File: src/design/spq_pkg.sv
`timescale 1ns / 1ps
// ----------------------------------------------------------------------------
// spq_pkg
// Shared sizes, codes and types for the sorted-array priority queue.
// ----------------------------------------------------------------------------
package spq_pkg;

    localparam int DEPTH      = 16;
    localparam int DATA_WIDTH = 32;
    localparam int COUNT_W    = $clog2(DEPTH + 1);

    // Stream payload widths, rounded up to whole bytes.
    localparam int IN_TDATA_W  = ((DATA_WIDTH + 7) / 8) * 8;
    localparam int OUT_TDATA_W = ((COUNT_W + DATA_WIDTH + 7) / 8) * 8;

    localparam logic CMD_INSERT = 1'b0;
    localparam logic CMD_DELETE = 1'b1;

    typedef enum logic [1:0] {
        ST_OK       = 2'd0,
        ST_OVERFLOW = 2'd1,
        ST_EMPTY    = 2'd2,
        ST_MISSING  = 2'd3
    } t_status;

    typedef logic signed [DATA_WIDTH-1:0] t_data;

    // Operation broadcast to every cell for the beat being accepted.
    typedef struct packed {
        logic ins;
        logic del;
    } t_cell_ctrl;

endpackage

File: src/design/spq_cell.sv
`timescale 1ns / 1ps
// ----------------------------------------------------------------------------
// spq_cell
// One slot of the sorted array: holds an entry, compares it with the key and
// shifts towards or away from the head together with its neighbours.
// ----------------------------------------------------------------------------
module spq_cell (
    input  logic                i_clk,
    input  spq_pkg::t_cell_ctrl i_ctrl,
    input  spq_pkg::t_data      i_key,
    input  logic                i_occ,        // slot lies below the fill level
    input  logic                i_ge_prev,    // ge flag of the cell nearer the head
    input  spq_pkg::t_data      i_entry_prev, // entry of the cell nearer the head
    input  spq_pkg::t_data      i_entry_next, // entry of the cell nearer the tail
    output logic                o_ge,
    output logic                o_eq,
    output spq_pkg::t_data      o_entry,
    output spq_pkg::t_data      n_entry
);

    spq_pkg::t_data r_entry;

    // An empty slot counts as smaller than any key, so the flags stay monotonic
    // along the row and mark the insert or delete position locally.
    assign o_ge    = !i_occ || (i_key >= r_entry);
    assign o_eq    = i_occ && (i_key == r_entry);
    assign o_entry = r_entry;

    always_comb begin
        n_entry = r_entry;
        if (i_ctrl.ins) begin
            if (i_ge_prev) begin
                n_entry = i_entry_prev;
            end else if (o_ge) begin
                n_entry = i_key;
            end
        end else if (i_ctrl.del) begin
            if (o_ge) begin
                n_entry = i_entry_next;
            end
        end
    end

    always_ff @(posedge i_clk) begin
        r_entry <= n_entry;
    end

endmodule

File: src/design/sorted_array_priority_queue_core.sv
`timescale 1ns / 1ps
// ----------------------------------------------------------------------------
// sorted_array_priority_queue_core
// Bounded priority queue of signed values kept in descending order.
// ----------------------------------------------------------------------------
// All cells of the row compare their entry with the key in parallel and
// shift in the same cycle, and the result beat (status, count, head value)
// is registered in an output stage. A new beat is taken each cycle while the
// output stage is empty or being drained, so one operation per cycle is
// sustained. Slot contents need no clearing after reset; only the fill count
// and the output valid flag are reset.
// ----------------------------------------------------------------------------
module sorted_array_priority_queue_core (
    input  logic                               i_clk,
    input  logic                               i_rst_n,
    input  logic                               i_s_axis_tvalid,
    output logic                               o_s_axis_tready,
    input  logic [spq_pkg::IN_TDATA_W-1:0]     i_s_axis_tdata,  // [31:0] value
    input  logic                               i_s_axis_tuser,  // [0] cmd
    output logic                               o_m_axis_tvalid,
    input  logic                               i_m_axis_tready,
    output logic [spq_pkg::OUT_TDATA_W-1:0]    o_m_axis_tdata,  // [4:0] count, [36:5] head_value
    output logic [1:0]                         o_m_axis_tuser   // [1:0] status
);

    localparam int D  = spq_pkg::DEPTH;
    localparam int DW = spq_pkg::DATA_WIDTH;
    localparam int CW = spq_pkg::COUNT_W;
    localparam int OUT_TDATA_W_PAD = spq_pkg::OUT_TDATA_W;

    logic [CW-1:0]       r_fill;
    logic [CW-1:0]       n_fill;
    logic                r_out_valid;
    spq_pkg::t_status    r_out_status;
    logic [CW-1:0]       r_out_count;
    spq_pkg::t_data      r_out_head;
    spq_pkg::t_status    n_status;

    logic                accept;
    logic                full;
    logic                found;
    spq_pkg::t_data      key;
    spq_pkg::t_cell_ctrl ctrl;

    logic [D-1:0]        ge_vec;
    logic [D-1:0]        eq_vec;
    logic [D-1:0]        occ_vec;
    spq_pkg::t_data      entry_q [D];
    spq_pkg::t_data      entry_d [D];

    assign o_s_axis_tready = !r_out_valid || i_m_axis_tready;
    assign accept          = i_s_axis_tvalid && o_s_axis_tready;
    assign key             = i_s_axis_tdata[DW-1:0];
    assign full            = (r_fill == CW'(D));
    assign found           = |eq_vec;

    always_comb begin
        ctrl.ins = accept && (i_s_axis_tuser == spq_pkg::CMD_INSERT) && !full;
        ctrl.del = accept && (i_s_axis_tuser == spq_pkg::CMD_DELETE) && found;
    end

    genvar g;
    generate
        for (g = 0; g < D; g++) begin : g_cell
            assign occ_vec[g] = (CW'(g) < r_fill);
            if (g == 0) begin : g_head
                spq_cell u_cell (
                    .i_clk        (i_clk),
                    .i_ctrl       (ctrl),
                    .i_key        (key),
                    .i_occ        (occ_vec[g]),
                    .i_ge_prev    (1'b0),
                    .i_entry_prev (key),
                    .i_entry_next (entry_q[(g + 1) % D]),
                    .o_ge         (ge_vec[g]),
                    .o_eq         (eq_vec[g]),
                    .o_entry      (entry_q[g]),
                    .n_entry      (entry_d[g])
                );
            end else begin : g_body
                spq_cell u_cell (
                    .i_clk        (i_clk),
                    .i_ctrl       (ctrl),
                    .i_key        (key),
                    .i_occ        (occ_vec[g]),
                    .i_ge_prev    (ge_vec[g-1]),
                    .i_entry_prev (entry_q[g-1]),
                    // The tail cell has no neighbour below; what it loads lies
                    // beyond the fill level after a delete.
                    .i_entry_next (entry_q[(g + 1) % D]),
                    .o_ge         (ge_vec[g]),
                    .o_eq         (eq_vec[g]),
                    .o_entry      (entry_q[g]),
                    .n_entry      (entry_d[g])
                );
            end
        end
    endgenerate

    always_comb begin
        n_fill   = r_fill;
        n_status = spq_pkg::ST_OK;
        if (i_s_axis_tuser == spq_pkg::CMD_INSERT) begin
            if (full) begin
                n_status = spq_pkg::ST_OVERFLOW;
            end else begin
                n_fill = r_fill + CW'(1);
            end
        end else if (r_fill == '0) begin
            n_status = spq_pkg::ST_EMPTY;
        end else if (!found) begin
            n_status = spq_pkg::ST_MISSING;
        end else begin
            n_fill = r_fill - CW'(1);
        end
    end

    always_ff @(posedge i_clk) begin
        if (!i_rst_n) begin
            r_fill      <= '0;
            r_out_valid <= 1'b0;
        end else begin
            if (accept) begin
                r_fill      <= n_fill;
                r_out_valid <= 1'b1;
            end else if (i_m_axis_tready) begin
                r_out_valid <= 1'b0;
            end
        end
    end

    always_ff @(posedge i_clk) begin
        if (accept) begin
            r_out_status <= n_status;
            r_out_count  <= n_fill;
            r_out_head   <= (n_fill != '0) ? entry_d[0] : '0;
        end
    end

    assign o_m_axis_tvalid = r_out_valid;
    assign o_m_axis_tuser  = r_out_status;
    assign o_m_axis_tdata  = OUT_TDATA_W_PAD'({r_out_head, r_out_count});

endmodule

File: config.mk
export PLATFORM = sky130hd
export DESIGN_NAME = sorted_array_priority_queue_core
export DESIGN_NICKNAME = d
export VERILOG_FILES = /design/src/design/spq_pkg.sv /design/src/design/spq_cell.sv /design/src/design/sorted_array_priority_queue_core.sv
export SDC_FILE = /design/constraint.sdc
export NUM_CORES = 2
export LEC_CHECK = 0
export BUFFER_PORTS_ARGS = -buffer_cell sky130_fd_sc_hd__clkbuf_2
export CAP_MARGIN = 20
export CORE_MARGIN = 2
export CORE_UTILIZATION = 55
export DETAILED_ROUTE_END_ITERATION = 16
export HOLD_SLACK_MARGIN = 0.1
export PLACE_DENSITY = 0.82
export SLEW_MARGIN = 20
export SYNTH_ARGS = -nofsm -noshare
export SYNTH_HDL_FRONTEND = slang
export SYNTH_HIERARCHICAL = 1
export SYNTH_SLANG_ARGS = --single-unit
File: constraint.sdc
create_clock -name i_clk -period 6.38 [get_ports i_clk]
set_input_delay 0.957 -clock i_clk [delete_from_list [all_inputs] [get_ports i_clk]]
set_output_delay 0.957 -clock i_clk [all_outputs]
set_load 0.02 [all_outputs]
**Word-level counts from Yosys, hierarchy flattened**

Cells that the tools add are included.

- Register bits after elaboration: 557
- Input port bits: 37
- Output and inout bits: 44
- Logic and storage cells: 268

- Add/sub/neg operators: 2
- Order comparisons: 32
- Equality and inequality tests: 17
- Muxes and demuxes: 89
- Bitwise operators: 1
- Reductions and logical operators: 106

Operators with widths:

| kind | count |
|---|---|
| two-way mux 32 bit | 79 |
| equality test 32 bit | 16 |
| greater-or-equal comparator 32 bit | 16 |
| nonzero test 2 bit | 32 |
| AND reduction 3 bit | 15 |
| less-than comparator 4 x 5 -> 1 bit (first input constant) | 8 |
| logical AND 1 bit | 21 |
| less-than comparator 3 x 5 -> 1 bit (first input constant) | 4 |
| two-way mux 5 bit | 4 |
| logical NOT 1 bit | 18 |
| logical OR 1 bit | 17 |
| OR reduction 16 bit | 1 |
| less-than comparator 1 x 5 -> 1 bit (first input constant) | 2 |
| less-than comparator 2 x 5 -> 1 bit (first input constant) | 2 |
| two-way mux 2 bit | 3 |
| adder 5 x 1 -> 5 bit (second input constant) | 1 |
| equality test 5 bit (second input constant) | 1 |
| logical NOT 5 bit | 1 |
| nonzero test 5 bit | 1 |
| subtractor 5 x 1 -> 5 bit (second input constant) | 1 |
| two-way mux 1 bit | 3 |
| inverter 1 bit | 1 |

**Logic depth before layout (Yosys ltp)**

- Word-level depth: 7
- Depth in mapped cells: 16
- Depth with buffers taken out: 13

**Hierarchy**

The synthesis kept the hierarchy.

By module, submodules not included:

| module | instances | cells each | area each (µm²) | sequential area each (µm²) |
|---|---|---|---|---|
| spq_cell at g_cell[0].g_head.u_cell ... | 14 | 414 | 3560.9 | 640.6 |
| spq_cell at g_cell[8].g_body.u_cell ... | 2 | 414 | 3269.4 | 640.6 |
| sorted_array_priority_queue_core | 1 | 235 | 2483.6 | 1291.2 |

**Worst setup path before layout**

OpenSTA, ideal clock, no wires.

- Path kind: input port to flip-flop
- Start: in i_s_axis_tdata[10] (netlist bit)
- End: reg r_out_head[12], data pin
- Library setup time: 0.272 ns
- Data arrival time: 4.221 ns
- Required time: 6.108 ns
- Slack: 1.887 ns
- Stages on the path: 14
- Path buffers: 2
- Cells stage by stage: ha_1 > nand4_2 > nor4_2 > or3b_1 > nor2_1 > nor4_1 > and4_1 > nor3_1 > clkbuf_1 > clkbuf_4 > a211oi_2 > a311o_1 > inv_1 > a41oi_1

RTL lines:

| element | RTL line | source |
|---|---|---|
| from (decl) | sorted_array_priority_queue_core.sv:18 | `input logic [spq_pkg::IN_TDATA_W-1:0] i_s_axis_tdata,` |
| to (signal assigned) | sorted_array_priority_queue_core.sv:136 | `r_out_head <= (n_fill != '0) ? entry_d[0] : '0;` |
| to (decl) | sorted_array_priority_queue_core.sv:36 | `spq_pkg::t_data r_out_head;` |

**Worst setup path after layout**

- Start: in i_s_axis_tdata[26] (netlist bit)
- End: reg r_out_head[10], data pin

- Longest elaborated chain between the ends: 7
- Elaborated cells between the ends (all ways): 44
- Those cells by class: order compare (1); eq/ne (16); mux (7); reduce/logical (20)

Ends and longest elaborated chain:

| element | RTL line | source |
|---|---|---|
| equality test 32 bit * | spq_cell.sv:26 | `assign o_eq = i_occ && (i_key == r_entry);` |
| logical AND 1 bit * | spq_cell.sv:26 |  |
| named net eq_vec[5] | sorted_array_priority_queue_core.sv:46 | `logic [D-1:0] eq_vec;` |
| OR reduction 16 bit * | sorted_array_priority_queue_core.sv:55 | `assign found = \|eq_vec;` |
| two-way mux 5 bit | sorted_array_priority_queue_core.sv:111 | `end else if (!found) begin` |
| two-way mux 5 bit | sorted_array_priority_queue_core.sv:109 | `end else if (r_fill == '0) begin` |
| two-way mux 5 bit | sorted_array_priority_queue_core.sv:103 | `if (i_s_axis_tuser == spq_pkg::CMD_INSERT) begin` |
| nonzero test 5 bit | sorted_array_priority_queue_core.sv:136 |  |

Mark *: on every way through the listed nets, which the timed path passes. The rest lies on a longest branch.
A chain may end at the register's enable or synchronous reset.

==> metrics <==
I/O pin total=81; CTS clk-pin slew, worst paths=60 ps; H-tree depth=3; sequential share of the synthesized area=0.196; DRC viols=0; syn avg cell area=8.58 um2; min Tclk post-route=about 5600 ps; # nets final=7077; worst path arrival time=5990 ps; Synth Area in Adders=0.110; mux share of post-synthesis cell area=0.0933; Buf+Inv Stages, Crit Path=4; setup TNS=0 ps; Final Non-Filler Cells=7985; Worst Hold Class=flop to flop; period utilization=0.879; first-pass GRT wire length=271 mm; Starting Density=0.552; fmax=178 MHz; Worst R2R Setup Slack=1390 ps; worst-path cell chain=clkbuf_2, buf_4, ha_1, nand4_1, nand4bb_1, or3b_1, nor2_1, nor4_1, nand4_1, mux2i_1, a211oi_4, buf_4, a41oi_1, buf_4; worst slack at placement=337 ps; share of synthesized registers carrying an async set or reset=0; skew final=approximately 36 ps; main combinational cell family by area after synthesis=simple AND/OR/NAND/NOR gates; gpl congestion=1.02; DR vias/cell=roughly 6.6; Power Dens Cells=just over 400 nW/um2; num rows=120; 1st-iter DRT viols=7108; Layout area overhead=4.29%; # Post-CTS Setup Buffers=0; TritonRoute pass-1 iters=8; PostCTS Resize Cnt=0; Crit-path slowest cell=nor4_1; number of global-route vias before repair=a little under 50000; Setup WS post-layout=771 ps; CTS Hold Bufs=0; Die H=about 330 um; Synth Area in XOR/XNOR=0.000149; Overflow after GRT=0; Die ar.=110000 um2; final wirelength=175 mm; CP Class=input port to flop; Max Cap Viol=0; number of buffers created by CTS=73; Distinct cells, synth=68; Critical Path RT=just under 7000 ps; status=finished clean; chip width=331 um; share of layout cells above drive strength 1=0.129; measured slew at the worst slew-check pin=~1200 ps; CP endpoint kind=flop; Final Max Tran Viols=0; area of the core=107000 um2; CTS tree=yes; total clock sinks=about 560; most frequent CP cell=buf_4; vias=52900; final hold violations=0; Yosys warnings=6; Post-Route Utilization=0.576; GRT Overall Usage=0.305; Top FF cell, synth=dfxtp_1; Final ANT Viol Nets=0; WHS=535 ps; leakage=29.4 nW; Synth Area in Simple Gates=0.265; RSZ-0062 raised after global routing=no; PortBufs=77; EDFF count, synth=39; Slew HR=0.222; critical path's top delay family=simple AND/OR/NAND/NOR gates; CTS root buf=clkbuf_16; initial antenna violation count=7; post-synthesis register bit count=557; Placed Cells=7852; clock buffer depth=3; Worst path max stage delay=810 ps; Post-Syn Instances=6859; pin count of the biggest net entering global routing=239; post-DP HPWL=119 mm; CP startpoint kind=input port; CP max FO=32; Post-Syn Area=58900 um2; post-synthesis compound-gate area fraction=0.232; Worst IR Drop VDD=between 200 and 250 uV; Final Setup Violations=0; Avg WL per Cell=21.9 um; clk_lat worst skew=650 ps
final timing paths:
kind,from,endpoint,depth (start not counted)
setup / recovery,i_s_axis_tdata[26],r_out_head[10],14
hold reg to reg,o_m_axis_tvalid,o_m_axis_tvalid,2
setup reg to reg,g_cell[5].g_body.u_cell/o_entry[31],r_out_head[10],13
hold / removal,o_m_axis_tvalid,o_m_axis_tvalid,2
cells in the mapped netlist, types with 16 or more instances:
cell type | n | share of area
nand3_1 | 38 | 0.0032
buf_2 | 82 | 0.0070
a41oi_1 | 32 | 0.0048
and4_1 | 31 | 0.0046
nor4_2 | 16 | 0.0034
mux2i_1 | 517 | 0.088
dfxtp_1 | 518 | 0.18
a21o_1 | 17 | 0.0022
nor2b_1 | 35 | 0.0037
nand4_1 | 70 | 0.0074
nor2_1 | 1093 | 0.070
and4b_1 | 512 | 0.087
buf_12 | 42 | 0.014
o21ai_1 | 30 | 0.0026
edfxtp_1 | 39 | 0.020
a311o_1 | 512 | 0.087
inv_1 | 574 | 0.037
a211oi_1 | 122 | 0.016
ha_1 | 516 | 0.11
nor3_1 | 20 | 0.0017
o21ai_0 | 71 | 0.0060
a31oi_1 | 16 | 0.0017
clkbuf_1 | 396 | 0.025
buf_4 | 64 | 0.0082
nand2_1 | 136 | 0.0087
a21oi_1 | 173 | 0.015
a221oi_1 | 17 | 0.0025
a211oi_2 | 393 | 0.084
nand2b_1 | 547 | 0.058
clkbuf_8 | 28 | 0.0065
routing by layer:
metal / global-route usage / vias to the layer above / routed length (um)
met3: 0.0557 / 444 / 16000
met2: 0.462 / 2377 / 76200
met5: 0 / - / 34
li1: - / 24700 / -
met4: 0.163 / 6 / 9970
met1: 0.410 / 25400 / 72800
worst register-to-register path: cells and delay by family, from the launching register on:
| family | cells | cell delay [ps] |
|---|---|---|
| mux | 1 | 310 |
| flops | 1 | 400 |
| compound gates | 2 | 520 |
| fa+ha+maj | 1 | 360 |
| buf+inv | 3 | 750 |
| simple gates | 6 | 2390 |
final cells by class:
cell class              count  area, um2
multi-input cells        5083      41300
inverters                 575       2160
diodes                      1       2.50
clock inverters            29        245
flip-flops and latches    557      11500
well taps                1403       1760
clock buffers             103       2110
fillers                  8893      45200
repair buffers            234       2290
per-stage QoR:
stage               instance area (um2)  total power [W]
finish                            61400           0.0248
global route                      61400           0.0265
CTS                               61400           0.0245
detailed placement                59000           0.0202
global placement                  59000           0.0195
floorplan                         58900           0.0171
logic make-up (layout without fill, tap and decap cells):
family	after synthesis	count (layout)
AND/OR/NAND/NOR	2586	2586
buffers and inverters	1222	941
AO/OA/AOI/OAI	1445	1445
flip-flops	557	557
multiplexers	531	531
XOR/XNOR	1	1
other	1	5
adder cells (fa/ha/maj)	516	516
registers in the layout, summed over array words and instances (netlist names):
name / flops
g_cell.g_body.u_cell/o_entry: 480
g_cell.g_head.u_cell/o_entry: 32
o_m_axis_tuser: 2
o_m_axis_tvalid: 1
r_fill: 5
r_out_count: 5
r_out_head: 32
where the power goes:
| part | switching [W] | internal (W) | leakage, nW | total (W) |
|---|---|---|---|---|
| logic | 0.00783 | 0.00582 | 23.5 | 0.0137 |
| registers | 0.00179 | 0.00520 | 4.71 | 0.00699 |
| clock network | 0.00176 | 0.00244 | 1.16 | 0.00420 |
layout by cell type (no fill, tap or decap), drive strengths merged, types with 32 or more instances in the layout:
cell type / instances
a211oi: 515
a21oi: 187
a311o: 512
a41oi: 32
and4b: 512
buf: 157
clkbuf: 180
dfxtp: 518
edfxtp: 39
ha: 516
inv: 579
mux2i: 531
nand2: 136
nand2b: 547
nand3: 38
nand4: 84
nor2: 1094
nor2b: 35
nor4: 38
o21ai: 101
Power figures use the tool's default switching activity.
